==> src/rtl/polyphase_decimation_fir_defines.svh <==
// Assertion macros for the polyphase decimator.
// Each assertion is clocked on clk and held off while rst_n is low.
`ifndef POLYPHASE_DECIMATION_FIR_DEFINES_SVH
`define POLYPHASE_DECIMATION_FIR_DEFINES_SVH

`ifndef SYNTHESIS

// The property must hold at every clock edge outside reset.
`define PDF_ASSERT(lbl, prop) \
    lbl: assert property (@(posedge clk) disable iff (!rst_n) (prop)) \
        else $error("pdf assertion failed");

// The expression must never be true at a clock edge outside reset.
`define PDF_ASSERT_NEVER(lbl, expr) \
    lbl: assert property (@(posedge clk) disable iff (!rst_n) !(expr)) \
        else $error("pdf forbidden condition seen");

`else

`define PDF_ASSERT(lbl, prop)
`define PDF_ASSERT_NEVER(lbl, expr)

`endif

`endif

==> src/rtl/pdf_pkg.sv <==
package pdf_pkg;

    localparam int SAMPLE_W = 16;
    localparam int COEF_W   = 16;
    localparam int IDX_W    = 6;
    localparam int PROD_W   = 32;
    localparam int OUT_W    = 38;

    localparam logic CMD_PUSH = 1'b0;
    localparam logic CMD_COEF = 1'b1;

    typedef enum logic [3:0] {
        ST_CLEAR = 4'b0001,
        ST_IDLE  = 4'b0010,
        ST_RUN   = 4'b0100,
        ST_EMIT  = 4'b1000
    } pdf_state_t;

    // Tag that travels alongside the RAM read data into the MAC.
    typedef struct packed {
        logic vld;
        logic first;
    } pdf_mac_ctl_t;

endpackage

==> src/rtl/pdf_ram.sv <==
module pdf_ram #(
    parameter int DEPTH = 64,
    parameter int AW    = 6,
    parameter int DW    = 16
) (
    input  logic          clk,
    input  logic          we,
    input  logic [AW-1:0] waddr,
    input  logic [DW-1:0] wdata,
    input  logic [AW-1:0] raddr,
    output logic [DW-1:0] rdata
);

    logic [DW-1:0] mem [DEPTH];
    logic [DW-1:0] rdata_reg;

    always_ff @(posedge clk)
    begin
        if (we)
        begin
            mem[waddr] <= wdata;
        end
    end

    always_ff @(posedge clk)
    begin
        rdata_reg <= mem[raddr];
    end

    assign rdata = rdata_reg;

endmodule

==> src/rtl/pdf_mac.sv <==
module pdf_mac (
    input  logic                                 clk,
    input  logic                                 rst_n,
    input  pdf_pkg::pdf_mac_ctl_t                ctl,
    input  logic signed [pdf_pkg::SAMPLE_W-1:0]  sample,
    input  logic signed [pdf_pkg::COEF_W-1:0]    coef,
    output logic signed [pdf_pkg::OUT_W-1:0]     acc,
    output logic                                 busy
);

    import pdf_pkg::*;

    logic signed [PROD_W-1:0] prod_next;
    logic signed [PROD_W-1:0] prod_reg;
    pdf_mac_ctl_t             ctl_reg;
    logic signed [OUT_W-1:0]  acc_reg;

    assign prod_next = PROD_W'(sample) * PROD_W'(coef);

    always_ff @(posedge clk or negedge rst_n)
    begin
        if (!rst_n)
        begin
            ctl_reg <= '0;
        end
        else
        begin
            ctl_reg <= ctl;
        end
    end

    always_ff @(posedge clk)
    begin
        prod_reg <= prod_next;
        if (ctl_reg.vld)
        begin
            // first product of a decimation group restarts the sum; wraps mod 2^38
            if (ctl_reg.first)
            begin
                acc_reg <= OUT_W'(prod_reg);
            end
            else
            begin
                acc_reg <= acc_reg + OUT_W'(prod_reg);
            end
        end
    end

    assign acc  = acc_reg;
    assign busy = ctl_reg.vld;

endmodule

==> src/rtl/polyphase_decimation_fir.sv <==
// Polyphase decimating FIR. A push item (command 0) shifts one Q1.15 sample into a
// DECIMATION*SUB_TAPS tap window; every DECIMATION-th push yields one exact Q8.30 sum
// on filtered, coefficient 0 weighting the oldest sample. A coefficient item
// (command 1) loads one slot; slots at or beyond the tap count are ignored. The window
// is a circular buffer in one RAM and the coefficients sit in a second RAM; one shared
// multiply-accumulate takes one read from each per cycle. After a push that does not
// close a decimation group the block stays ready for the next item. The push that
// closes a group runs the whole window against the coefficients held at that time:
// it is accepted, DECIMATION*SUB_TAPS reads follow, the MAC pipeline drains and the
// result is loaded. The load waits while the previous result is still untaken;
// otherwise a pending result does not block new items. After reset both RAMs are
// cleared, one entry per cycle, with in_ready low until every entry is zero.
`include "polyphase_decimation_fir_defines.svh"

module polyphase_decimation_fir #(
    parameter int DECIMATION = 4,
    parameter int SUB_TAPS   = 16
) (
    input  logic                                 clk,
    input  logic                                 rst_n,
    input  logic                                 in_valid,
    output logic                                 in_ready,
    input  logic                                 command,
    input  logic signed [pdf_pkg::SAMPLE_W-1:0]  sample_in,
    input  logic [pdf_pkg::IDX_W-1:0]            coef_index,
    input  logic signed [pdf_pkg::COEF_W-1:0]    coef_value,
    output logic                                 out_valid,
    input  logic                                 out_ready,
    output logic signed [pdf_pkg::OUT_W-1:0]     filtered
);

    import pdf_pkg::*;

    localparam int TAPS = DECIMATION * SUB_TAPS;
    localparam int AW   = $clog2(TAPS);
    localparam int PW   = $clog2(DECIMATION);
    localparam int CNTW = $clog2(TAPS + 1);
    localparam int CMPW = (AW + 1 > IDX_W) ? AW + 1 : IDX_W;

    pdf_state_t   state_reg, state_next;
    logic [AW-1:0] wp_reg, wp_next;
    logic [AW-1:0] clr_addr_reg, clr_addr_next;
    logic [AW-1:0] win_ra_reg, win_ra_next;
    logic [AW-1:0] coef_ra_reg, coef_ra_next;
    logic [PW-1:0] phase_reg, phase_next;
    logic [CNTW-1:0] cnt_reg, cnt_next;
    pdf_mac_ctl_t  rd_ctl_reg, rd_ctl_next;
    logic          out_valid_reg, out_valid_next;
    logic signed [OUT_W-1:0] filtered_reg;
    logic          load_out;

    logic          accept;
    logic          clearing;
    logic [AW-1:0] wp_inc;
    logic [AW-1:0] win_dec;
    logic [CMPW-1:0] coef_index_ext;
    logic          idx_ok;

    logic            win_we;
    logic [AW-1:0]   win_waddr;
    logic [SAMPLE_W-1:0] win_wdata;
    logic [SAMPLE_W-1:0] win_rdata;
    logic            coef_we;
    logic [AW-1:0]   coef_waddr;
    logic [COEF_W-1:0] coef_wdata;
    logic [COEF_W-1:0] coef_rdata;

    logic signed [OUT_W-1:0] acc;
    logic                    mac_busy;

    assign in_ready = (state_reg == ST_IDLE);
    assign accept   = in_valid && in_ready;
    assign clearing = (state_reg == ST_CLEAR);

    assign wp_inc = (wp_reg == AW'(TAPS - 1)) ? '0 : wp_reg + 1'b1;

    // walk back one age through the circular window
    assign win_dec = (win_ra_reg == '0) ? AW'(TAPS - 1) : win_ra_reg - 1'b1;

    assign coef_index_ext = CMPW'(coef_index);
    assign idx_ok         = coef_index_ext < CMPW'(TAPS);

    assign win_we    = clearing || (accept && command == CMD_PUSH);
    assign win_waddr = clearing ? clr_addr_reg : wp_inc;
    assign win_wdata = clearing ? '0 : sample_in;

    assign coef_we    = clearing || (accept && command == CMD_COEF && idx_ok);
    assign coef_waddr = clearing ? clr_addr_reg : coef_index_ext[AW-1:0];
    assign coef_wdata = clearing ? '0 : coef_value;

    pdf_ram #(
        .DEPTH (TAPS),
        .AW    (AW),
        .DW    (SAMPLE_W)
    ) u_win_ram (
        .clk   (clk),
        .we    (win_we),
        .waddr (win_waddr),
        .wdata (win_wdata),
        .raddr (win_ra_reg),
        .rdata (win_rdata)
    );

    pdf_ram #(
        .DEPTH (TAPS),
        .AW    (AW),
        .DW    (COEF_W)
    ) u_coef_ram (
        .clk   (clk),
        .we    (coef_we),
        .waddr (coef_waddr),
        .wdata (coef_wdata),
        .raddr (coef_ra_reg),
        .rdata (coef_rdata)
    );

    pdf_mac u_mac (
        .clk    (clk),
        .rst_n  (rst_n),
        .ctl    (rd_ctl_reg),
        .sample (signed'(win_rdata)),
        .coef   (signed'(coef_rdata)),
        .acc    (acc),
        .busy   (mac_busy)
    );

    always_comb
    begin
        state_next     = state_reg;
        wp_next        = wp_reg;
        clr_addr_next  = clr_addr_reg;
        win_ra_next    = win_ra_reg;
        coef_ra_next   = coef_ra_reg;
        phase_next     = phase_reg;
        cnt_next       = cnt_reg;
        rd_ctl_next    = '0;
        out_valid_next = out_valid_reg && !out_ready;
        load_out       = 1'b0;

        case (state_reg)
            ST_CLEAR:
            begin
                clr_addr_next = clr_addr_reg + 1'b1;
                if (clr_addr_reg == AW'(TAPS - 1))
                begin
                    clr_addr_next = '0;
                    state_next    = ST_IDLE;
                end
            end
            ST_IDLE:
            begin
                if (accept && command == CMD_PUSH)
                begin
                    wp_next = wp_inc;
                    if (phase_reg == PW'(DECIMATION - 1))
                    begin
                        // group closed: newest sample meets coefficient TAPS-1
                        phase_next   = '0;
                        win_ra_next  = wp_inc;
                        coef_ra_next = AW'(TAPS - 1);
                        cnt_next     = '0;
                        state_next   = ST_RUN;
                    end
                    else
                    begin
                        phase_next = phase_reg + 1'b1;
                    end
                end
            end
            ST_RUN:
            begin
                if (cnt_reg != CNTW'(TAPS))
                begin
                    rd_ctl_next.vld   = 1'b1;
                    rd_ctl_next.first = (cnt_reg == '0);
                    cnt_next          = cnt_reg + 1'b1;
                    win_ra_next       = win_dec;
                    coef_ra_next      = coef_ra_reg - 1'b1;
                end
                else if (!rd_ctl_reg.vld && !mac_busy)
                begin
                    state_next = ST_EMIT;
                end
            end
            ST_EMIT:
            begin
                if (!out_valid_reg || out_ready)
                begin
                    load_out       = 1'b1;
                    out_valid_next = 1'b1;
                    state_next     = ST_IDLE;
                end
            end
            default:
            begin
                state_next = ST_CLEAR;
            end
        endcase
    end

    always_ff @(posedge clk or negedge rst_n)
    begin
        if (!rst_n)
        begin
            state_reg     <= ST_CLEAR;
            wp_reg        <= '0;
            clr_addr_reg  <= '0;
            phase_reg     <= '0;
            cnt_reg       <= '0;
            rd_ctl_reg    <= '0;
            out_valid_reg <= 1'b0;
        end
        else
        begin
            state_reg     <= state_next;
            wp_reg        <= wp_next;
            clr_addr_reg  <= clr_addr_next;
            phase_reg     <= phase_next;
            cnt_reg       <= cnt_next;
            rd_ctl_reg    <= rd_ctl_next;
            out_valid_reg <= out_valid_next;
        end
    end

    always_ff @(posedge clk)
    begin
        win_ra_reg  <= win_ra_next;
        coef_ra_reg <= coef_ra_next;
        if (load_out)
        begin
            filtered_reg <= acc;
        end
    end

    assign out_valid = out_valid_reg;
    assign filtered  = filtered_reg;

    // no new item while the MAC pipeline still holds reads
    `PDF_ASSERT_NEVER(a_no_accept_busy, in_ready && (rd_ctl_reg.vld || mac_busy))

    // a result appears only after the last push of a decimation group
    `PDF_ASSERT(a_emit_on_last_phase, $rose(out_valid) |-> (phase_reg == '0))

    // circular write pointer stays inside the window
    `PDF_ASSERT(a_wp_in_range, wp_reg <= AW'(TAPS - 1))

endmodule
==> config.mk <==
export PLATFORM = sky130hd
export DESIGN_NAME = polyphase_decimation_fir
export DESIGN_NICKNAME = d
export VERILOG_FILES = /design/src/rtl/pdf_pkg.sv /design/src/rtl/pdf_ram.sv /design/src/rtl/pdf_mac.sv /design/src/rtl/polyphase_decimation_fir.sv
export VERILOG_INCLUDE_DIRS = /design/src /design/src/rtl
export SDC_FILE = /design/constraint.sdc
export NUM_CORES = 2
export LEC_CHECK = 0
export ABC_AREA = 1
export BUFFER_PORTS_ARGS = -buffer_cell sky130_fd_sc_hd__buf_2
export CAP_MARGIN = 20
export CORE_ASPECT_RATIO = 0.75
export CORE_MARGIN = 2
export CORE_UTILIZATION = 47
export CTS_BUF_LIST = sky130_fd_sc_hd__clkbuf_8
export CTS_CLUSTER_DIAMETER = 30
export DETAILED_ROUTE_END_ITERATION = 12
export PLACE_DENSITY = 0.61
export SLEW_MARGIN = 20
export SYNTH_ARGS = -nofsm -noshare
export SYNTH_HDL_FRONTEND = slang
export SYNTH_HIERARCHICAL = 1
export SYNTH_SLANG_ARGS = --single-unit
==> constraint.sdc <==
create_clock -name clk -period 5.4 [get_ports clk]
set_input_delay 1.62 -clock clk [delete_from_list [all_inputs] [get_ports clk]]
set_output_delay 1.62 -clock clk [all_outputs]
set_load 0.02 [all_outputs]
; Word level (Yosys, flattened, before mapping)
; Memory sizes are Yosys's and may differ from the RTL's. A register that Yosys moved wholly into a read port is not among the register bits.
; Index checks and enable logic that the tools add are counted.
[totals]
reg_bits = 150
mem_count = 2
ram_bits = 2048
out_inout_bits = 40
wordCells = 99
input_bits = 43
[classes]
multipliers = 1
bitwise_logic = 1
reduce_logical = 19
n_eq_ne = 15
n_addsub = 7
mux = 38
magnitude_cmp = 1
[mem_list]
columns = memory, words, word_bits, rd, rd_clocked_by_memory_dff, write_ports, line_no
row1 = u_coef_ram.mem, 64, 16, 1, 1, 1, pdf_ram.sv:14  ; logic [DW-1:0] mem [DEPTH];
row2 = u_win_ram.mem, 64, 16, 1, 1, 1, pdf_ram.sv:14
[ops]
columns = cell, count
row1 = 6-bit two-way mux, 11
row2 = 38-bit by 32-bit adder with 38-bit output, 1
row3 = 38-bit two-way mux, 1
row4 = 16-bit by 16-bit multiplier with 32-bit output, 1
row5 = 16-bit two-way mux, 2
row6 = 4-bit two-way mux, 6
row7 = 6-bit case mux with 2 select lines, 2
row8 = 7-bit two-way mux, 3
row9 = 4-bit case mux with 4 select lines, 1
row10 = 7-bit case mux with 2 select lines, 1
row11 = "6-bit by 1-bit adder with 6-bit output, second input constant", 2
row12 = "6-bit equality test, second input constant", 2
row13 = "6-bit by 1-bit subtractor with 6-bit output, second input constant", 2
row14 = 1-bit two-way mux, 8
row15 = "2-bit inequality test, second input constant", 4
row16 = "7-bit by 1-bit adder with 7-bit output, second input constant", 1
row17 = 7-bit zero test, 1
row18 = "6-bit by 7-bit less-than comparator with 1-bit output, second input constant", 1
row19 = "7-bit inequality test, second input constant", 1
row20 = 1-bit logical AND, 6
row21 = 6-bit zero test, 1
row22 = 2-bit two-way mux, 3
row23 = "2-bit by 1-bit inequality test with 1-bit output, second input constant", 3
row24 = 6-bit AND reduction, 1
row25 = other kinds (12), 17

; Longest topological paths before layout
[logic_depth]
word_depth = 7
depth_mapped = 26
mapped_depth_nobuf = 24

; Hierarchy
; The synthesis kept the hierarchy.
[by_module_without_submodules]
columns = mod, seq_area_each_um2, area_each_um2, n_inst, cells_per_inst
row1 = pdf_ram, 31069.8, 42099.1, 2, 3517
row2 = pdf_mac, 1831.8, 15702.6, 1, 2157
row3 = polyphase_decimation_fir, 2203.4, 3754.9, 1, 408

; Worst setup path before layout
; Ideal clock, no wire load.
[synth_path]
kind = reg2reg
from = reg u_win_ram.rdata_reg[15], in the netlist u_win_ram/rdata[15] (read register of u_win_ram.mem)
to = reg u_mac.prod_reg[31]
t_required_ns = 5.287
setup_time_ns = 0.113
period_less_slack_ns = 5.519
n_path_buf = 1
setup_slack_ns = -0.119
arrival_ns = 5.406
stages_incl_launch_ff = 24
path_cell_list = dfxtp_1 clkbuf_1 nand2_1 fa_1 inv_1 fa_1 fa_1 inv_1 fa_1 inv_1 fa_1 inv_1 fa_1 inv_1 ha_1 nand2_1 nor2_1 nand2_1 nor3_1 nand2_1 o211ai_2 inv_1 nand2_1 nand2_1
[synth_via]
elab_chain_len = 1
[synth_lines]
columns = item, line_no
row1 = "start, declared", pdf_ram.sv:15  ; logic [DW-1:0] rdata_reg;
row2 = 16-bit by 16-bit multiplier with 32-bit output, pdf_mac.sv:18  ; assign prod_next = PROD_W'(sample) * PROD_W'(coef);
row3 = named net u_mac.prod_next[31], pdf_mac.sv:13  ; logic signed [PROD_W-1:0] prod_next;
row4 = "end signal, assigned", pdf_mac.sv:34  ; prod_reg <= prod_next;
row5 = "end, declared", pdf_mac.sv:14  ; logic signed [PROD_W-1:0] prod_reg;
; The timed path passes the listed nets, and every way through them passes these cells.
; A chain may end at the register's enable or synchronous reset.

; Worst setup path after layout
[layout_path]
from = reg u_win_ram.rdata_reg[15], in the netlist u_win_ram/rdata[15] (read register of u_win_ram.mem)
to = reg u_mac.prod_reg[22]
; The elaborated chain is that of the path after synthesis.

==> impl_metrics.tcl <==
set metrics [dict create \
    synth_warnings 6 \
    antenna_left 0 \
    io_buffers 82 \
    top_regs "u_coef_ram/mem: 1024 flops, u_win_ram/mem: 1024 flops" \
    fin_util 0.5353 \
    fmax_mhz 187.6 \
    grt_first_pass_wirelength_um 427400 \
    cp.arrival_ns 6.21 \
    grt_max_degree 246 \
    die_w_um 546.3 \
    seq_area_um2 66230 \
    grt_antenna_before_repair 9 \
    final_common_cell "nand2_1" \
    cts-root-buf "clkbuf_8" \
    r2r_slack_ns 0.07 \
    max_stage_delay_ns 0.65 \
    dieHeight_um 410.7 \
    path_common_cell "fa_1" \
    holdCritPathClass "flop to flop" \
    critPathLaunchType "flop" \
    cts_sinks 2230 \
    routed_via_density 5.441 \
    firstDrtPassIters 6 \
    p_seq_frac 0.534 \
    fin_crit_ns 5.331 \
    min_period_over_period 0.9873 \
    drive_gt1_frac 0.1291 \
    drt-initial-drc-count 8430 \
    clkPwrFrac 0.465 \
    setup_viol 0 \
    syn_nets 10032 \
    r2r_cells 20 \
    final_hold_viol_count 0 \
    r2r_start "u_win_ram/rdata[15]" \
    grt-ovfl-total 0 \
    crit_slowest_cell "fa_2" \
    num_rows 149 \
    slew_violations 0 \
    grt_usage 0.2507 \
    dp_slack_ns -0.3130 \
    num-nets-final 10411 \
    fill_cells 19105 \
    finalWorstSetupSlack_ns 0.06866 \
    postCtsHoldBufs 0 \
    slew_headroom 0.2556 \
    layout_common_cells "nand2_1, edfxtp_1, nand3_1" \
    clk_pin_slew_ns 0.06 \
    grt_setup_unrepaired "yes" \
    synth-seq-area-share 0.6384 \
    status "finished clean" \
    end_kind "flop" \
    num_vias 72128 \
    crit_start "u_win_ram/rdata[15]" \
    clock_latency_ns 1.04 \
    finalPower_mw 34.95 \
    initial_core_util 0.4720 \
    cp-endpoint "u_mac/prod_reg[22]" \
    comb_power_share 0.001 \
    ir_drop_v 0.0002423 \
    cts.htree.levels 5 \
    multi_input_area_um2 32810 \
    yosysUniqueCellTypes 52 \
    coreArea_um2 219600 \
    worstMarginPinSlew_ns 1.114 \
    syn_area_per_cell_um2 10.80 \
    cts_buffer_depth 4 \
    ios 83 \
    powerDensity_nw_per_um2 297.3 \
    synth_area_um2 103700 \
    syn_to_final_growth_pct 13.42 \
    cp_max_fo 12 \
    dp_hpwl_um 166700 \
    required_ns 6.28 \
    cp_cell_sequence "buf_12 -> nand2_1 -> inv_1 -> fa_2 -> buf_4 -> fa_1 -> fa_1 -> fa_1 -> fa_1 -> inv_1 -> fa_1 -> inv_1 -> ha_1 -> nand2_2 -> nor2_4 -> inv_1 -> nor2_4 -> nand4_1 -> nand3_1 -> xor2_1" \
    swShare 0.2098 \
    critPathKind "flop to flop" \
    maxCapViolations 0 \
    tritoncts "yes" \
    switchingPower_mw 7.333 \
    fp.dieArea_um2 224400 \
    rr_endpoint "u_mac/prod_reg[22]" \
    drc 0 \
    power.leakage_nw 45.30 \
    place_congestion 0.9013 \
    numCtsBuffers 414 \
    synth_seq_cells 2230 \
    grt_pass1_vias 68090 \
    drt-wirelength-per-cell_um 21.57 \
    wl_um 285900 \
    clock_skew_ns 0.1103 \
    p_int_mw 27.61 \
    synthCells 9599 \
]
## cell usage after synthesis (all sizes together)
cell / n / area share
edfxtp: 2136 / 0.62
o21bai: 12 / 0.00087
dfxtp: 64 / 0.012
nor4: 16 / 0.00097
xor2: 23 / 0.0019
o211ai: 4 / 0.00034
inv: 675 / 0.025
a21boi: 2 / 0.00018
ha: 127 / 0.015
or2: 17 / 0.0010
nand2: 3351 / 0.12
nand3b: 12 / 0.00087
clkbuf: 114 / 0.0041
buf: 410 / 0.026
o31ai: 2 / 0.00028
o21a: 1 / 0.000072
xnor2: 21 / 0.0018
nor3: 14 / 0.00077
dfstp: 1 / 0.00025
a21oi: 71 / 0.0035
nand4: 37 / 0.0022
fa: 263 / 0.051
nand2b: 1 / 0.000060
a21o: 6 / 0.00043
dfrtp: 29 / 0.0070
o21ai: 47 / 0.0025
clkinv: 1 / 0.000036
nor2: 293 / 0.011
nand3: 1842 / 0.089
a31oi: 3 / 0.00024
a22oi: 4 / 0.00029
## metrics by stage
step	instance area [µm²]	hold WS (ns)	setup TNS, ns	instances
4_1_cts	116500	0.3528	-0.01568	13225
3_5_place_dp	108200	0.3448	-3.109	12480
5_1_grt	117500	0.3682	-1.037	13251
2_1_floorplan	103700	0.3312	0	9599
3_3_place_gp	108200	0.3325	-2.578	12480
6_report	117600	0.3497	0	13256
## cell families after synthesis
logic type	count (synthesis)	synth area share
flip-flops	2230	0.6384
buffers and inverters	1200	0.05522
AND/OR/NAND/NOR	5583	0.2278
XOR/XNOR	44	0.003718
AO/OA/AOI/OAI	152	0.008727
adder cells (fa/ha/maj)	390	0.06612
## worst min-delay path by stage
stage	start	end	slack [ns]	cells past startpoint
finish	rd_ctl_reg[0]	u_mac/ctl_reg[0]	0.35	0
global route	rd_ctl_reg[0]	u_mac/ctl_reg[0]	0.37	0
CTS	rd_ctl_reg[0]	u_mac/ctl_reg[0]	0.35	0
detailed placement	rd_ctl_reg[0]	u_mac/ctl_reg[0]	0.34	0
global placement	rd_ctl_reg[0]	u_mac/ctl_reg[0]	0.33	0
floorplan	rd_ctl_reg[0]	u_mac/ctl_reg[0]	0.33	0
## layer usage
layer | vias to the layer above | routed length, µm | global-route usage
li1 | 33226 | - | -
met2 | 3205 | 120600 | 0.3563
met3 | 411 | 28190 | 0.04577
met5 | - | 8 | 0
met1 | 35284 | 131000 | 0.3943
met4 | 2 | 6164 | 0.06391
## power groups by stage
stage                     Combinational [mW]  Sequential [mW]  Clock [mW]
after floorplan                      0.00477             19.0           0
after global placement                0.0359             19.0           0
after detailed placement              0.0368             19.0           0
after CTS                             0.0368             18.7        16.6
after global routing                  0.0394             18.6        17.3
final                                 0.0356             18.7        16.3
## critical path, delay by kind of cell, from the launching register on
family	cells	cell delay, ns
XOR/XNOR	1	0.14
adder cells (fa/ha/maj)	7	3.41
AND/OR/NAND/NOR	6	0.89
flip-flops	1	0.32
buffers and inverters	6	0.52
## area by class of cell
class,count,share of cell area
inverters,676,0.02211
clock buffers,419,0.04905
flip-flops and latches,2230,0.5633
multi-input cells,6169,0.2791
repair buffers,487,0.03354
well taps,2944,0.03133
diodes,7,0.0001490
clock inverters,324,0.02141
## timing repair
item / 4_1_cts / 5_1_grt
endpoints found under the setup margin: 19 / 21
buffers inserted: 2 / 19
pin swaps: 8 / 73
gates resized for setup: 31 / 197
Note: power is estimated with default switching activity, not from simulation.
